## src/hdl/jdm_pkg.sv

```systemverilog
// Shared types, constants and arithmetic helpers for the joystick drive mixer.
package jdm_pkg;

   localparam int ChanWidth  = 8;
   localparam int CountWidth = 7;
   localparam int DbWidth    = 13;
   localparam int DriveWidth = 14;
   localparam int ModeWidth  = 3;
   localparam int CsrIdxWidth  = 3;
   localparam int CsrDataWidth = 13;
   localparam int ReqDataWidth = 40;
   localparam int RspDataWidth = 48;

   localparam logic [ModeWidth-1:0]  ModeMax    = 3'd5;
   localparam logic [ChanWidth-1:0]  ArmFullUp  = 8'd255;
   localparam logic [ChanWidth-1:0]  ArmStop    = 8'd127;
   localparam logic [ChanWidth-1:0]  ArmFullDn  = 8'd0;
   localparam logic [ChanWidth-1:0]  LevelMax   = 8'd254;

   // Register reset values.
   localparam logic [7:0]  RstBtnRev   = 8'd100;
   localparam logic [7:0]  RstBtnFwd   = 8'd154;
   localparam logic [7:0]  RstArmUp    = 8'd170;
   localparam logic [7:0]  RstArmDown  = 8'd90;
   localparam logic [12:0] RstDeadband = 13'd255;
   localparam logic [6:0]  RstConfirm  = 7'd5;
   localparam logic [6:0]  RstRepeat   = 7'd100;
   localparam logic [7:0]  RstHandOpen = 8'd200;

   typedef enum logic [CsrIdxWidth-1:0] {
      CSR_BTN_REV   = 3'd0,
      CSR_BTN_FWD   = 3'd1,
      CSR_ARM_UP    = 3'd2,
      CSR_ARM_DOWN  = 3'd3,
      CSR_DEADBAND  = 3'd4,
      CSR_CONFIRM   = 3'd5,
      CSR_REPEAT    = 3'd6,
      CSR_HAND_OPEN = 3'd7
   } csr_index_type;

   typedef enum logic [1:0] {
      ACT_NONE = 2'd0,
      ACT_REV  = 2'd1,
      ACT_FWD  = 2'd2,
      ACT_HOLD = 2'd3
   } btn_act_type;

   typedef struct packed {
      logic [ChanWidth-1:0]  rev_thresh;
      logic [ChanWidth-1:0]  fwd_thresh;
      logic [CountWidth-1:0] confirm;
      logic [CountWidth-1:0] repeat_limit;
   } btn_cfg_type;

   // Arcade mix of two sticks into one side's level, clamped to 0..254.
   // neg_turn selects throttle - turn + 127 instead of turn + throttle - 127.
   function automatic logic [ChanWidth-1:0] mix_level(
      input logic [ChanWidth-1:0] turn,
      input logic [ChanWidth-1:0] thr,
      input logic                 neg_turn
   );
      logic signed [9:0] t;
      logic signed [9:0] h;
      logic signed [9:0] s;
      logic [ChanWidth-1:0] r;
      t = signed'({2'b00, turn});
      h = signed'({2'b00, thr});
      if (neg_turn) begin
         s = h - t + 10'sd127;
      end else begin
         s = h + t - 10'sd127;
      end
      if (s < 10'sd0) begin
         r = '0;
      end else if (s > 10'sd254) begin
         r = LevelMax;
      end else begin
         r = s[ChanWidth-1:0];
      end
      return r;
   endfunction

   // Level to drive in 1/5100 units, (255 - 2*level)*20, then the deadband.
   function automatic logic signed [DriveWidth-1:0] drive_of(
      input logic [ChanWidth-1:0] level,
      input logic [DbWidth-1:0]   db
   );
      logic signed [14:0] lv;
      logic signed [14:0] v;
      logic signed [14:0] d;
      logic signed [14:0] r;
      lv = signed'({7'd0, level});
      v  = (15'sd255 - (lv <<< 1)) * 15'sd20;
      d  = signed'({2'b00, db});
      if (v < -d) begin
         r = v + d;
      end else if (v > d) begin
         r = v - d;
      end else begin
         r = '0;
      end
      return r[DriveWidth-1:0];
   endfunction

endpackage

```

## src/hdl/jdm_debounce.sv

```systemverilog
// Button press counter with confirm count and auto-repeat for one receiver channel.
module jdm_debounce (
   input  logic                               clock,
   input  logic                               reset,
   input  logic                               step,
   input  logic [jdm_pkg::ChanWidth-1:0]      chan,
   input  jdm_pkg::btn_cfg_type               cfg,
   output jdm_pkg::btn_act_type               act
);

   logic [jdm_pkg::CountWidth-1:0] count_ff;
   logic [jdm_pkg::CountWidth-1:0] count_in;
   logic [jdm_pkg::CountWidth-1:0] count_base;
   logic                           press_rev;
   logic                           press_fwd;

   always_comb begin
      count_base = (count_ff > cfg.repeat_limit) ? '0 : count_ff;
      press_rev  = chan < cfg.rev_thresh;
      press_fwd  = chan > cfg.fwd_thresh;
      if (press_rev || press_fwd) begin
         count_in = count_base + 7'd1;
         if (count_in != cfg.confirm) begin
            act = jdm_pkg::ACT_HOLD;
         end else if (press_rev) begin
            // Reverse wins when both thresholds are met.
            act = jdm_pkg::ACT_REV;
         end else begin
            act = jdm_pkg::ACT_FWD;
         end
      end else begin
         count_in = '0;
         act      = jdm_pkg::ACT_NONE;
      end
   end

   always_ff @(posedge clock) begin
      if (reset) begin
         count_ff <= '0;
      end else if (step) begin
         count_ff <= count_in;
      end
   end

endmodule

```

## src/hdl/joystick_drive_mixer_unit.sv

```systemverilog
// Top level of the joystick drive mixer: stick mix, arm mapping, button state.
//
//   Port group  Dir  Contents
//   req_*       in   one receiver frame per beat (five 8-bit channels)
//   rsp_*       out  one drive result per beat
//   csr_*       in   register writes, no read-back
//
// An accepted frame is held in the input register, is mixed and updates the
// button state on its way into the result register, and is then offered on
// rsp; one frame per cycle is sustained while rsp is not stalled. A stalled rsp
// holds the result register and then the input register; req_tready stays high
// while the input register is empty or moving. Synchronous reset clears valids,
// button counters, mode and hand level, and loads the register defaults.
module joystick_drive_mixer_unit (
   input  logic                                 clock,
   input  logic                                 reset,
   input  logic                                 req_tvalid,
   output logic                                 req_tready,
   // stick_turn[7:0], stick_throttle[15:8], arm_stick[23:16],
   // mode_button[31:24], hand_button[39:32]
   input  logic [jdm_pkg::ReqDataWidth-1:0]     req_tdata,
   output logic                                 rsp_tvalid,
   input  logic                                 rsp_tready,
   // right_drive[13:0], left_drive[27:14], arm_drive[35:28],
   // hand_drive[43:36], mode_now[46:44], zero[47]
   output logic [jdm_pkg::RspDataWidth-1:0]     rsp_tdata,
   input  logic                                 csr_we,
   input  logic [jdm_pkg::CsrIdxWidth-1:0]      csr_index,
   input  logic [jdm_pkg::CsrDataWidth-1:0]     csr_wdata
);

   // Configuration registers.
   logic [7:0]  btn_rev_ff;
   logic [7:0]  btn_fwd_ff;
   logic [7:0]  arm_up_ff;
   logic [7:0]  arm_down_ff;
   logic [12:0] deadband_ff;
   logic [6:0]  confirm_ff;
   logic [6:0]  repeat_ff;
   logic [7:0]  hand_open_ff;

   always_ff @(posedge clock) begin
      if (reset) begin
         btn_rev_ff   <= jdm_pkg::RstBtnRev;
         btn_fwd_ff   <= jdm_pkg::RstBtnFwd;
         arm_up_ff    <= jdm_pkg::RstArmUp;
         arm_down_ff  <= jdm_pkg::RstArmDown;
         deadband_ff  <= jdm_pkg::RstDeadband;
         confirm_ff   <= jdm_pkg::RstConfirm;
         repeat_ff    <= jdm_pkg::RstRepeat;
         hand_open_ff <= jdm_pkg::RstHandOpen;
      end else if (csr_we) begin
         case (jdm_pkg::csr_index_type'(csr_index))
            jdm_pkg::CSR_BTN_REV:   btn_rev_ff   <= csr_wdata[7:0];
            jdm_pkg::CSR_BTN_FWD:   btn_fwd_ff   <= csr_wdata[7:0];
            jdm_pkg::CSR_ARM_UP:    arm_up_ff    <= csr_wdata[7:0];
            jdm_pkg::CSR_ARM_DOWN:  arm_down_ff  <= csr_wdata[7:0];
            jdm_pkg::CSR_DEADBAND:  deadband_ff  <= csr_wdata[12:0];
            jdm_pkg::CSR_CONFIRM:   confirm_ff   <= csr_wdata[6:0];
            jdm_pkg::CSR_REPEAT:    repeat_ff    <= csr_wdata[6:0];
            jdm_pkg::CSR_HAND_OPEN: hand_open_ff <= csr_wdata[7:0];
            default: begin
            end
         endcase
      end
   end

   // Input register and handshake.
   logic                                 in_valid_ff;
   logic [jdm_pkg::ReqDataWidth-1:0]     in_data_ff;
   logic                                 rsp_valid_ff;
   logic [jdm_pkg::RspDataWidth-1:0]     rsp_data_ff;
   logic                                 out_load;
   logic                                 req_take;

   assign out_load   = in_valid_ff && (!rsp_valid_ff || rsp_tready);
   assign req_tready = !in_valid_ff || out_load;
   assign req_take   = req_tvalid && req_tready;
   assign rsp_tvalid = rsp_valid_ff;
   assign rsp_tdata  = rsp_data_ff;

   always_ff @(posedge clock) begin
      if (reset) begin
         in_valid_ff <= 1'b0;
      end else if (req_tready) begin
         in_valid_ff <= req_tvalid;
      end
   end

   always_ff @(posedge clock) begin
      if (req_take) begin
         in_data_ff <= req_tdata;
      end
   end

   // Field unpacking.
   logic [7:0] stick_turn;
   logic [7:0] stick_throttle;
   logic [7:0] arm_stick;
   logic [7:0] mode_button;
   logic [7:0] hand_button;

   assign stick_turn     = in_data_ff[7:0];
   assign stick_throttle = in_data_ff[15:8];
   assign arm_stick      = in_data_ff[23:16];
   assign mode_button    = in_data_ff[31:24];
   assign hand_button    = in_data_ff[39:32];

   // Drive mix.
   logic signed [jdm_pkg::DriveWidth-1:0] right_raw;
   logic signed [jdm_pkg::DriveWidth-1:0] left_raw;
   logic signed [jdm_pkg::DriveWidth-1:0] right_drive;
   logic signed [jdm_pkg::DriveWidth-1:0] left_drive;
   logic [7:0]                            arm_drive;

   always_comb begin
      right_raw = jdm_pkg::drive_of(
         jdm_pkg::mix_level(stick_turn, stick_throttle, 1'b0), deadband_ff);
      left_raw  = jdm_pkg::drive_of(
         jdm_pkg::mix_level(stick_turn, stick_throttle, 1'b1), deadband_ff);
      // Sides that would turn against each other: right is cleared first, then
      // left is tested against the updated right.
      right_drive = (left_raw < 0 && right_raw > 0) ? '0 : right_raw;
      left_drive  = (right_drive < 0 && left_raw > 0) ? '0 : left_raw;

      if (arm_stick > arm_up_ff) begin
         arm_drive = jdm_pkg::ArmFullUp;
      end else if (arm_stick < arm_down_ff) begin
         arm_drive = jdm_pkg::ArmFullDn;
      end else begin
         arm_drive = jdm_pkg::ArmStop;
      end
   end

   // Buttons.
   jdm_pkg::btn_cfg_type btn_cfg;
   jdm_pkg::btn_act_type mode_act;
   jdm_pkg::btn_act_type hand_act;

   assign btn_cfg = '{rev_thresh: btn_rev_ff, fwd_thresh: btn_fwd_ff,
                      confirm: confirm_ff, repeat_limit: repeat_ff};

   jdm_debounce u_mode_btn (
      .clock (clock),
      .reset (reset),
      .step  (out_load),
      .chan  (mode_button),
      .cfg   (btn_cfg),
      .act   (mode_act)
   );

   jdm_debounce u_hand_btn (
      .clock (clock),
      .reset (reset),
      .step  (out_load),
      .chan  (hand_button),
      .cfg   (btn_cfg),
      .act   (hand_act)
   );

   logic [jdm_pkg::ModeWidth-1:0] mode_ff;
   logic [jdm_pkg::ModeWidth-1:0] mode_in;
   logic [7:0]                    hand_ff;
   logic [7:0]                    hand_in;

   always_comb begin
      case (mode_act)
         jdm_pkg::ACT_REV:
            mode_in = (mode_ff == '0) ? jdm_pkg::ModeMax : mode_ff - 3'd1;
         jdm_pkg::ACT_FWD:
            mode_in = (mode_ff == jdm_pkg::ModeMax) ? '0 : mode_ff + 3'd1;
         default:
            mode_in = mode_ff;
      endcase
      case (hand_act)
         jdm_pkg::ACT_REV: hand_in = hand_open_ff;
         jdm_pkg::ACT_FWD: hand_in = '0;
         default:          hand_in = hand_ff;
      endcase
   end

   always_ff @(posedge clock) begin
      if (reset) begin
         mode_ff <= '0;
         hand_ff <= '0;
      end else if (out_load) begin
         mode_ff <= mode_in;
         hand_ff <= hand_in;
      end
   end

   // Result register.
   always_ff @(posedge clock) begin
      if (reset) begin
         rsp_valid_ff <= 1'b0;
      end else if (out_load) begin
         rsp_valid_ff <= 1'b1;
      end else if (rsp_tready) begin
         rsp_valid_ff <= 1'b0;
      end
   end

   always_ff @(posedge clock) begin
      if (out_load) begin
         rsp_data_ff <= {1'b0, mode_in, hand_in, arm_drive,
                         left_drive, right_drive};
      end
   end

endmodule
```

## config.mk

```make
export PLATFORM = sky130hd
export DESIGN_NAME = joystick_drive_mixer_unit
export DESIGN_NICKNAME = d
export VERILOG_FILES = /design/src/hdl/jdm_pkg.sv /design/src/hdl/jdm_debounce.sv /design/src/hdl/joystick_drive_mixer_unit.sv
export SDC_FILE = /design/constraint.sdc
export NUM_CORES = 1
export LEC_CHECK = 0
export ABC_AREA = 1
export ABC_CLOCK_PERIOD_IN_PS = 7500
export BUFFER_PORTS_ARGS = -buffer_cell sky130_fd_sc_hd__buf_4
export CAP_MARGIN = 0
export CORE_ASPECT_RATIO = 2
export CORE_MARGIN = 5
export CORE_UTILIZATION = 62
export CTS_CLUSTER_DIAMETER = 100
export DETAILED_ROUTE_END_ITERATION = 10
export GPL_ROUTABILITY_DRIVEN = 0
export PLACE_DENSITY = 0.88
export SYNTH_ARGS = -nofsm -noshare
export SYNTH_HDL_FRONTEND = slang
export SYNTH_HIERARCHICAL = 1
export SYNTH_SLANG_ARGS = --single-unit
```

## constraint.sdc

```tcl
create_clock -name clock -period 7.5 [get_ports clock]
set_input_delay 1.5 -clock clock [delete_from_list [all_inputs] [get_ports clock]]
set_output_delay 1.5 -clock clock [all_outputs]
set_load 0.005 [all_outputs]
```

==> impl_results.md, run 1 <==
- Final Non-Filler Cells: 2,289
- Nets: 2,253
- DP Cell Count: 2,242
- Core area: 0.0222 mm²
- Vias/cell: 5.93
- Hold Path Depth: 2
- FMAX: 0.141 GHz
- Area grow syn2layout: 13.1%
- Number of global-route vias before repair: 13,300
- Hold endpoint: hand_ff[0]
- Synthesized area: 0.0139 mm²
- Worst Reg2Reg Path Length in Cells: 38
- Hold_sp: hand_ff[0]
- Sw frac: 49.9%
- Initial antenna violation count: 0
- Layout cell share with drive strength beyond 1: 13.0%
- Die area: 0.0258 mm²
- Synth async-reset ratio: 0%
- Residual DRC: 0
- Most common cell on crit path: inv_1
- Worst path max stage delay: 450 ps
- Starting Density: 62.9%
- Reg clk slew, reported paths: 70 ps
- Result of the run: completed
- Core Rows: 77
- Setup CP Type: register to register
- Final HPWL DP: 31,200 µm
- LEAKAGE: 8.04 nW
- CTS Buf Count: 17
- Critical Path Start Type: register
- Skew-Pair Late Insertion Delay: 460 ps
- Slew margin rel.: 29.2%
- Flop pwr share: 19.5%
- Crit. End Element: register
- Slowest-stage cell, CP: ha_1
- Total number of vias: 13,600
- CTS tree: built
- Max clock buf depth: 2
- Fill cells: 1,727
- Slew @ Worst Pin: 1060 ps
- Io pins: 111
- PwrDens: 400 mW/mm²
- Critical Path AT: 7410 ps
- Clock power frac: 13.2%
- P_sw: 3.15 mW
- Avg Cell Area, Syn: 7.39 µm²
- Maximum VDD drop: 0.349 mV
- Hold Violations, Final: 0
- FF+latch area: 0.00431 mm²
- Fin crit share: 94.6%
- RR Startpoint: in_data_ff[0]
- Remaining antenna violation count: 0
- Worst EP required: 7810 ps
- Crit-path max FO: 13
- Worst r2r dst: rsp_tdata[19]
- CP startpoint: in_data_ff[0]
- # H-tree levels: 4
- Netlist cell types: 53
- Antenna Cells: 0
- 1st-iter DRT viols: 966
- Die Span X: 116 µm
- Grt ovf: 0
- Cts hold-fix bufs: 0
- Area of the multi-input gates: 0.00831 mm²
- Seq/Total Area, Yosys: 30.9%
- Pin count of the biggest net entering global routing: 68
- Shortest period the worst path allows: 7090 ps
- Port Buffer Count: 109
- Reg-to-reg slack, setup: 410 ps
- Slew Limit Fails: 0
- Gr usage total: 31.9%
- DR WL/cell: 18.1 µm
- Max_cap viols: 0
- Top_reg_cell synth: dfxtp_1
- Final wirelength: 41,300 µm
- Syn Inst Count: 1,886
- Clock skew: 15.0 ps
- Logic pwr share: 67.3%
- Worst Hold Class: register to register
- Clock Tree Root: clkbuf_16
- Cell Int Power: 3.17 mW
- First-pass GRT wire length: 63,700 µm
- DR pass1 iterations: 8
- Clock sinks: 175
- Synthesis Warnings: 6
- Post-Syn Nets: 2,139
- Post-synth EDFFs: 81
- Die Ht: 222 µm
- Hold_ws: 456 ps
- Number of synthesized register bits: 175
- Final setup violation count: 0
[cells in the final DEF (no fill, tap or decap), types with 24 or more instances in the layout]
master / n
nand2_1: 402
inv_1: 308
ha_1: 181
nor2_1: 161
buf_4: 132
a21oi_1: 127
nand3_1: 109
dfxtp_1: 94
o21ai_0: 87
edfxtp_1: 81
xor2_1: 39
nor3_1: 24
[layout make-up]
| type | instances | share of cell area, % |
|---|---|---|
| clock buffers | 18 | 2.72 |
| clock inverters | 14 | 0.690 |
| inverters | 319 | 7.60 |
| multi-input cells | 1351 | 52.7 |
| flip-flops and latches | 175 | 27.4 |
| well taps | 276 | 2.19 |
| repair buffers | 136 | 6.74 |
[sequential cells by signal, indices dropped and copies added, names as in the netlist, 8 cells and up]
name,cells
in_data_ff,40
arm_down_ff,8
arm_up_ff,8
hand_open_ff,8
rsp_tdata,41
deadband_ff,13
hand_ff,8
btn_fwd_ff,8
btn_rev_ff,8
[synth_stat cells, types with 2 or more instances]
library cell  instances  area [µm²]
nand2_1             404        1520
inv_1               310        1160
ha_1                184        2300
nor2_1              162         608
a21oi_1             131         656
nand3_1             109         546
dfxtp_1              94        1880
o21ai_0              94         470
edfxtp_1             81        2430
xor2_1               41         359
nor3_1               26         130
o211ai_1             22         165
nand2_2              21         131
nand3_2              17         170
clkbuf_1             16        60.1
nand4_1              16         100
a211oi_1             12        90.1
a21oi_2              12         105
nor2_2               12        75.1
nand3b_1             11        82.6
o21ai_1              11        55.1
buf_4                 9        67.6
xnor2_1               9        78.8
fa_1                  8         160
buf_6                 7        78.8
buf_1                 6        22.5
a21boi_0              5        37.5
inv_2                 5        18.8
a21o_1                4        30.0
buf_2                 4        20.0
o21a_1                4        30.0
o21bai_1              4        30.0
o31ai_1               4        30.0
or2_2                 4        25.0
a31oi_1               3        18.8
clkinv_1              3        11.3
nor4_1                3        18.8
and2_1                2        12.5
o311ai_0              2        17.5
[worst max-delay path, delay by kind of cell, from the launching register on]
kind / cells / cell delay (ps)
DFF: 1 / 390
xor gates and xnor gates: 1 / 160
AOI/OAI and AO/OA: 5 / 970
buffers and inverters: 7 / 840
adders and majority gates: 7 / 2200
and+or+nand+nor: 18 / 2400
[layer usage]
metal	track usage, %	part of all wire, %	routed length, µm
met1	28.1	31	12600
met5	0	0	0
met3	5.95	6.2	2550
met4	28.6	11	4440
met2	58.2	53	21700
[power groups by stage]
| stage | combinational [mW] | clock (mW) | sequential [mW] |
|---|---|---|---|
| floorplan | 2.86 | 0 | 1.25 |
| global placement | 3.71 | 0 | 1.25 |
| detailed placement | 3.84 | 0 | 1.25 |
| CTS | 3.87 | 0.837 | 1.23 |
| global route | 4.68 | 0.880 | 1.24 |
| finish | 4.25 | 0.834 | 1.23 |
[stage by stage]
stage               power (mW)  util [%]  cell area (µm²)  TNS [ps]  setup WS [ps]
global route              6.79      71.2            15800     -1190           -127
CTS                       5.93      69.9            15500         0           78.1
floorplan                 4.11         -            13900         0            966
global placement          4.96      67.5            15000         0            414
detailed placement        5.09      67.5            15000         0           83.6
finish                    6.31      71.2            15800         0            407
[cells by family (layout without fill, tap and decap cells)]
| family | Yosys count | in the layout | share of synthesized area [%] |
|---|---|---|---|
| flip-flops | 175 | 175 | 30.9 |
| adder cells (fa/ha/maj) | 192 | 192 | 17.7 |
| AO/OA/AOI/OAI | 315 | 315 | 12.9 |
| AND/OR/NAND/NOR | 791 | 792 | 24.8 |
| buffers and inverters | 361 | 487 | 10.4 |
| other | 1 | 1 | 0.0269 |
| XOR/XNOR | 51 | 51 | 3.34 |
[worst max path at each step]
| stage | endpoint | cells past startpoint |
|---|---|---|
| 2_1_floorplan | rsp_tdata[2] | 45 |
| 3_3_place_gp | rsp_tdata[14] | 42 |
| 3_5_place_dp | rsp_tdata[15] | 42 |
| 4_1_cts | rsp_tdata[14] | 42 |
| 5_1_grt | rsp_tdata[11] | 46 |
| 6_report | rsp_tdata[19] | 38 |
[repair_timing]
item                                    in CTS  in global routing
endpoints found under the setup margin       0                 26
gates resized for setup                      0                 36
buffers inserted                             0                 14
No activity file was read; power rests on OpenSTA's default activity.
==> run 2: changes to the inputs <==
- CORE_UTILIZATION: 62 -> 45
- CTS_CLUSTER_DIAMETER: 100 -> 40
- PLACE_DENSITY: 0.88 -> 0.69
==> impl_results.md, run 2 (synthesis gave the netlist of run 1 again) <==
- Result of the run: completed
- Pin count of the biggest net entering global routing: 68
- Starting Density: 45.3%
- Gr usage total: 23.3%
- # H-tree levels: 4
- LEAKAGE: 7.99 nW
- Worst Hold Class: register to register
- Most frequent cells in the layout: nand2_1, inv_1, ha_1, nor2_1, a21oi_1
- Max layer used: met4
- Setup CP Type: register to register
- Remaining antenna violation count: 0
- Die Span X: 134 µm
- Largest register FFs: 41
- Clock skew: 9.78 ps
- Final setup violation count: 0
- Residual DRC: 0
- DR WL/cell: 17.1 µm
- Hold Path Depth: 2
- Vias/cell: 5.38
- Clock sinks: 175
- Fin crit share: 94.4%
- Crit. End Element: register
- Skew-Pair Late Insertion Delay: 460 ps
- Core area: 0.0307 mm²
- Die Ht: 259 µm
- Layout cell share with drive strength beyond 1: 12.3%
- Final setup TNS: 0 ps
- Die area: 0.0348 mm²
- Slew Limit Fails: 0
- DR pass1 iterations: 5
- Shortest period the worst path allows: 7080 ps
- Final wirelength: 40,600 µm
- Reg clk slew, reported paths: 70 ps
- Slew margin rel.: 31.4%
- Slowest-stage cell, CP: ha_1
- Critical Path Start Type: register
- PwrDens: 393 mW/mm²
- 1st-iter DRT viols: 675
- Max clock buf depth: 2
- CTS Buf Count: 17
- Antenna Cells: 0
- Worst path max stage delay: 470 ps
- Initial antenna violation count: 0
- Cts hold-fix bufs: 0
- FMAX: 0.141 GHz
- Maximum VDD drop: 0.217 mV
- Place WS: 299 ps
- Hold Violations, Final: 0
- Io pins: 111
- Final HPWL DP: 32,500 µm
- Slew @ Worst Pin: 1030 ps
- First-pass GRT wire length: 63,100 µm
- Area grow syn2layout: 13.3%
- Number of global-route vias before repair: 12,800
- Most common cell on crit path: nand2_1
- Met2 WL: 22,200 µm
- Worst Reg2Reg Path Length in Cells: 39
- Critical Path AT: 7280 ps
- CTS tree: built
- Core Rows: 91
- DR WL met3: 1360 µm
- Worst setup margin: 421 ps
- Total number of vias: 12,800
- Max_cap viols: 0
- Grt ovf: 0
- Worst EP required: 7700 ps
- Nets: 2,240
- Commonest non-fill, non-tap cell in the layout: nand2_1
- Clock Tree Root: clkbuf_16
- Crit-path max FO: 13
- Port Buffer Count: 109
- M1 wire length: 13,000 µm
## run 2: changes by cell type in the layout (fill, tap and decap cells not counted), moves of 3 or more
| cell | change |
|---|---|
| o21ai_0 | +3 |
| clkinv_2 | -4 |
| a21oi_2 | -3 |
| nor3_2 | +3 |
| o21ai_1 | -3 |
| buf_4 | -9 |
## run 2: critical path, delay by kind of cell, from the launching register on
kind / cells / cell delay (ps)
flops: 1 / 390
simple gates: 14 / 1580
buf+inv: 7 / 930
fa+ha+maj: 6 / 1970
xor+xnor: 2 / 250
compound gates: 10 / 1690
## run 2: metal layers
| layer | global-route usage [%] | up-vias |
|---|---|---|
| met5 | 0 | - |
| met4 | 20.3 | 0 |
| met3 | 3.34 | 199 |
| met2 | 45.3 | 390 |
| met1 | 19.8 | 5816 |
| li1 | - | 6357 |
## run 2: per-stage QoR
stage | std cells | instance area (µm²) | total power [mW] | hold slack [ps] | utilization [%]
6_report | 2372 | 15800 | 6.21 | 462 | 51.4
5_1_grt | 2372 | 15800 | 6.73 | 478 | 51.4
4_1_cts | 2370 | 15700 | 6.08 | 462 | 51.0
3_5_place_dp | 2338 | 15100 | 5.14 | 447 | 49.0
3_3_place_gp | 2338 | 15100 | 5.07 | 442 | 49.0
2_1_floorplan | 1886 | 13900 | 4.11 | 428 | -
## run 2: layout make-up
class	count	area, µm²
Multi-Input combinational cell	1350	8270
Clock inverter	14	164
Clock buffer	18	439
Timing Repair Buffer	124	943
Inverter	319	1200
Tap cell	372	465
Fill cell	3016	15000
Sequential cell	175	4310
## run 2: report_power, final
part	switching (mW)	leakage (nW)	internal [mW]
logic	2.62	6.15	1.44
clock network	0.436	0.291	0.484
registers	0.0441	1.55	1.18
total	3.10	7.99	3.11
## run 2: final timing paths
check	slack, ps	end	startpoint
setup / recovery	420	rsp_tdata[15]	in_data_ff[0]
hold / removal	460	arm_up_ff[6]	arm_up_ff[6]
hold reg to reg	460	arm_up_ff[6]	arm_up_ff[6]
setup reg to reg	420	rsp_tdata[15]	in_data_ff[0]
## run 2: what timing repair did
item | CTS | global route
setup endpoints to repair | 0 | 26
setup buffers | 0 | 2
resized for setup | 0 | 22
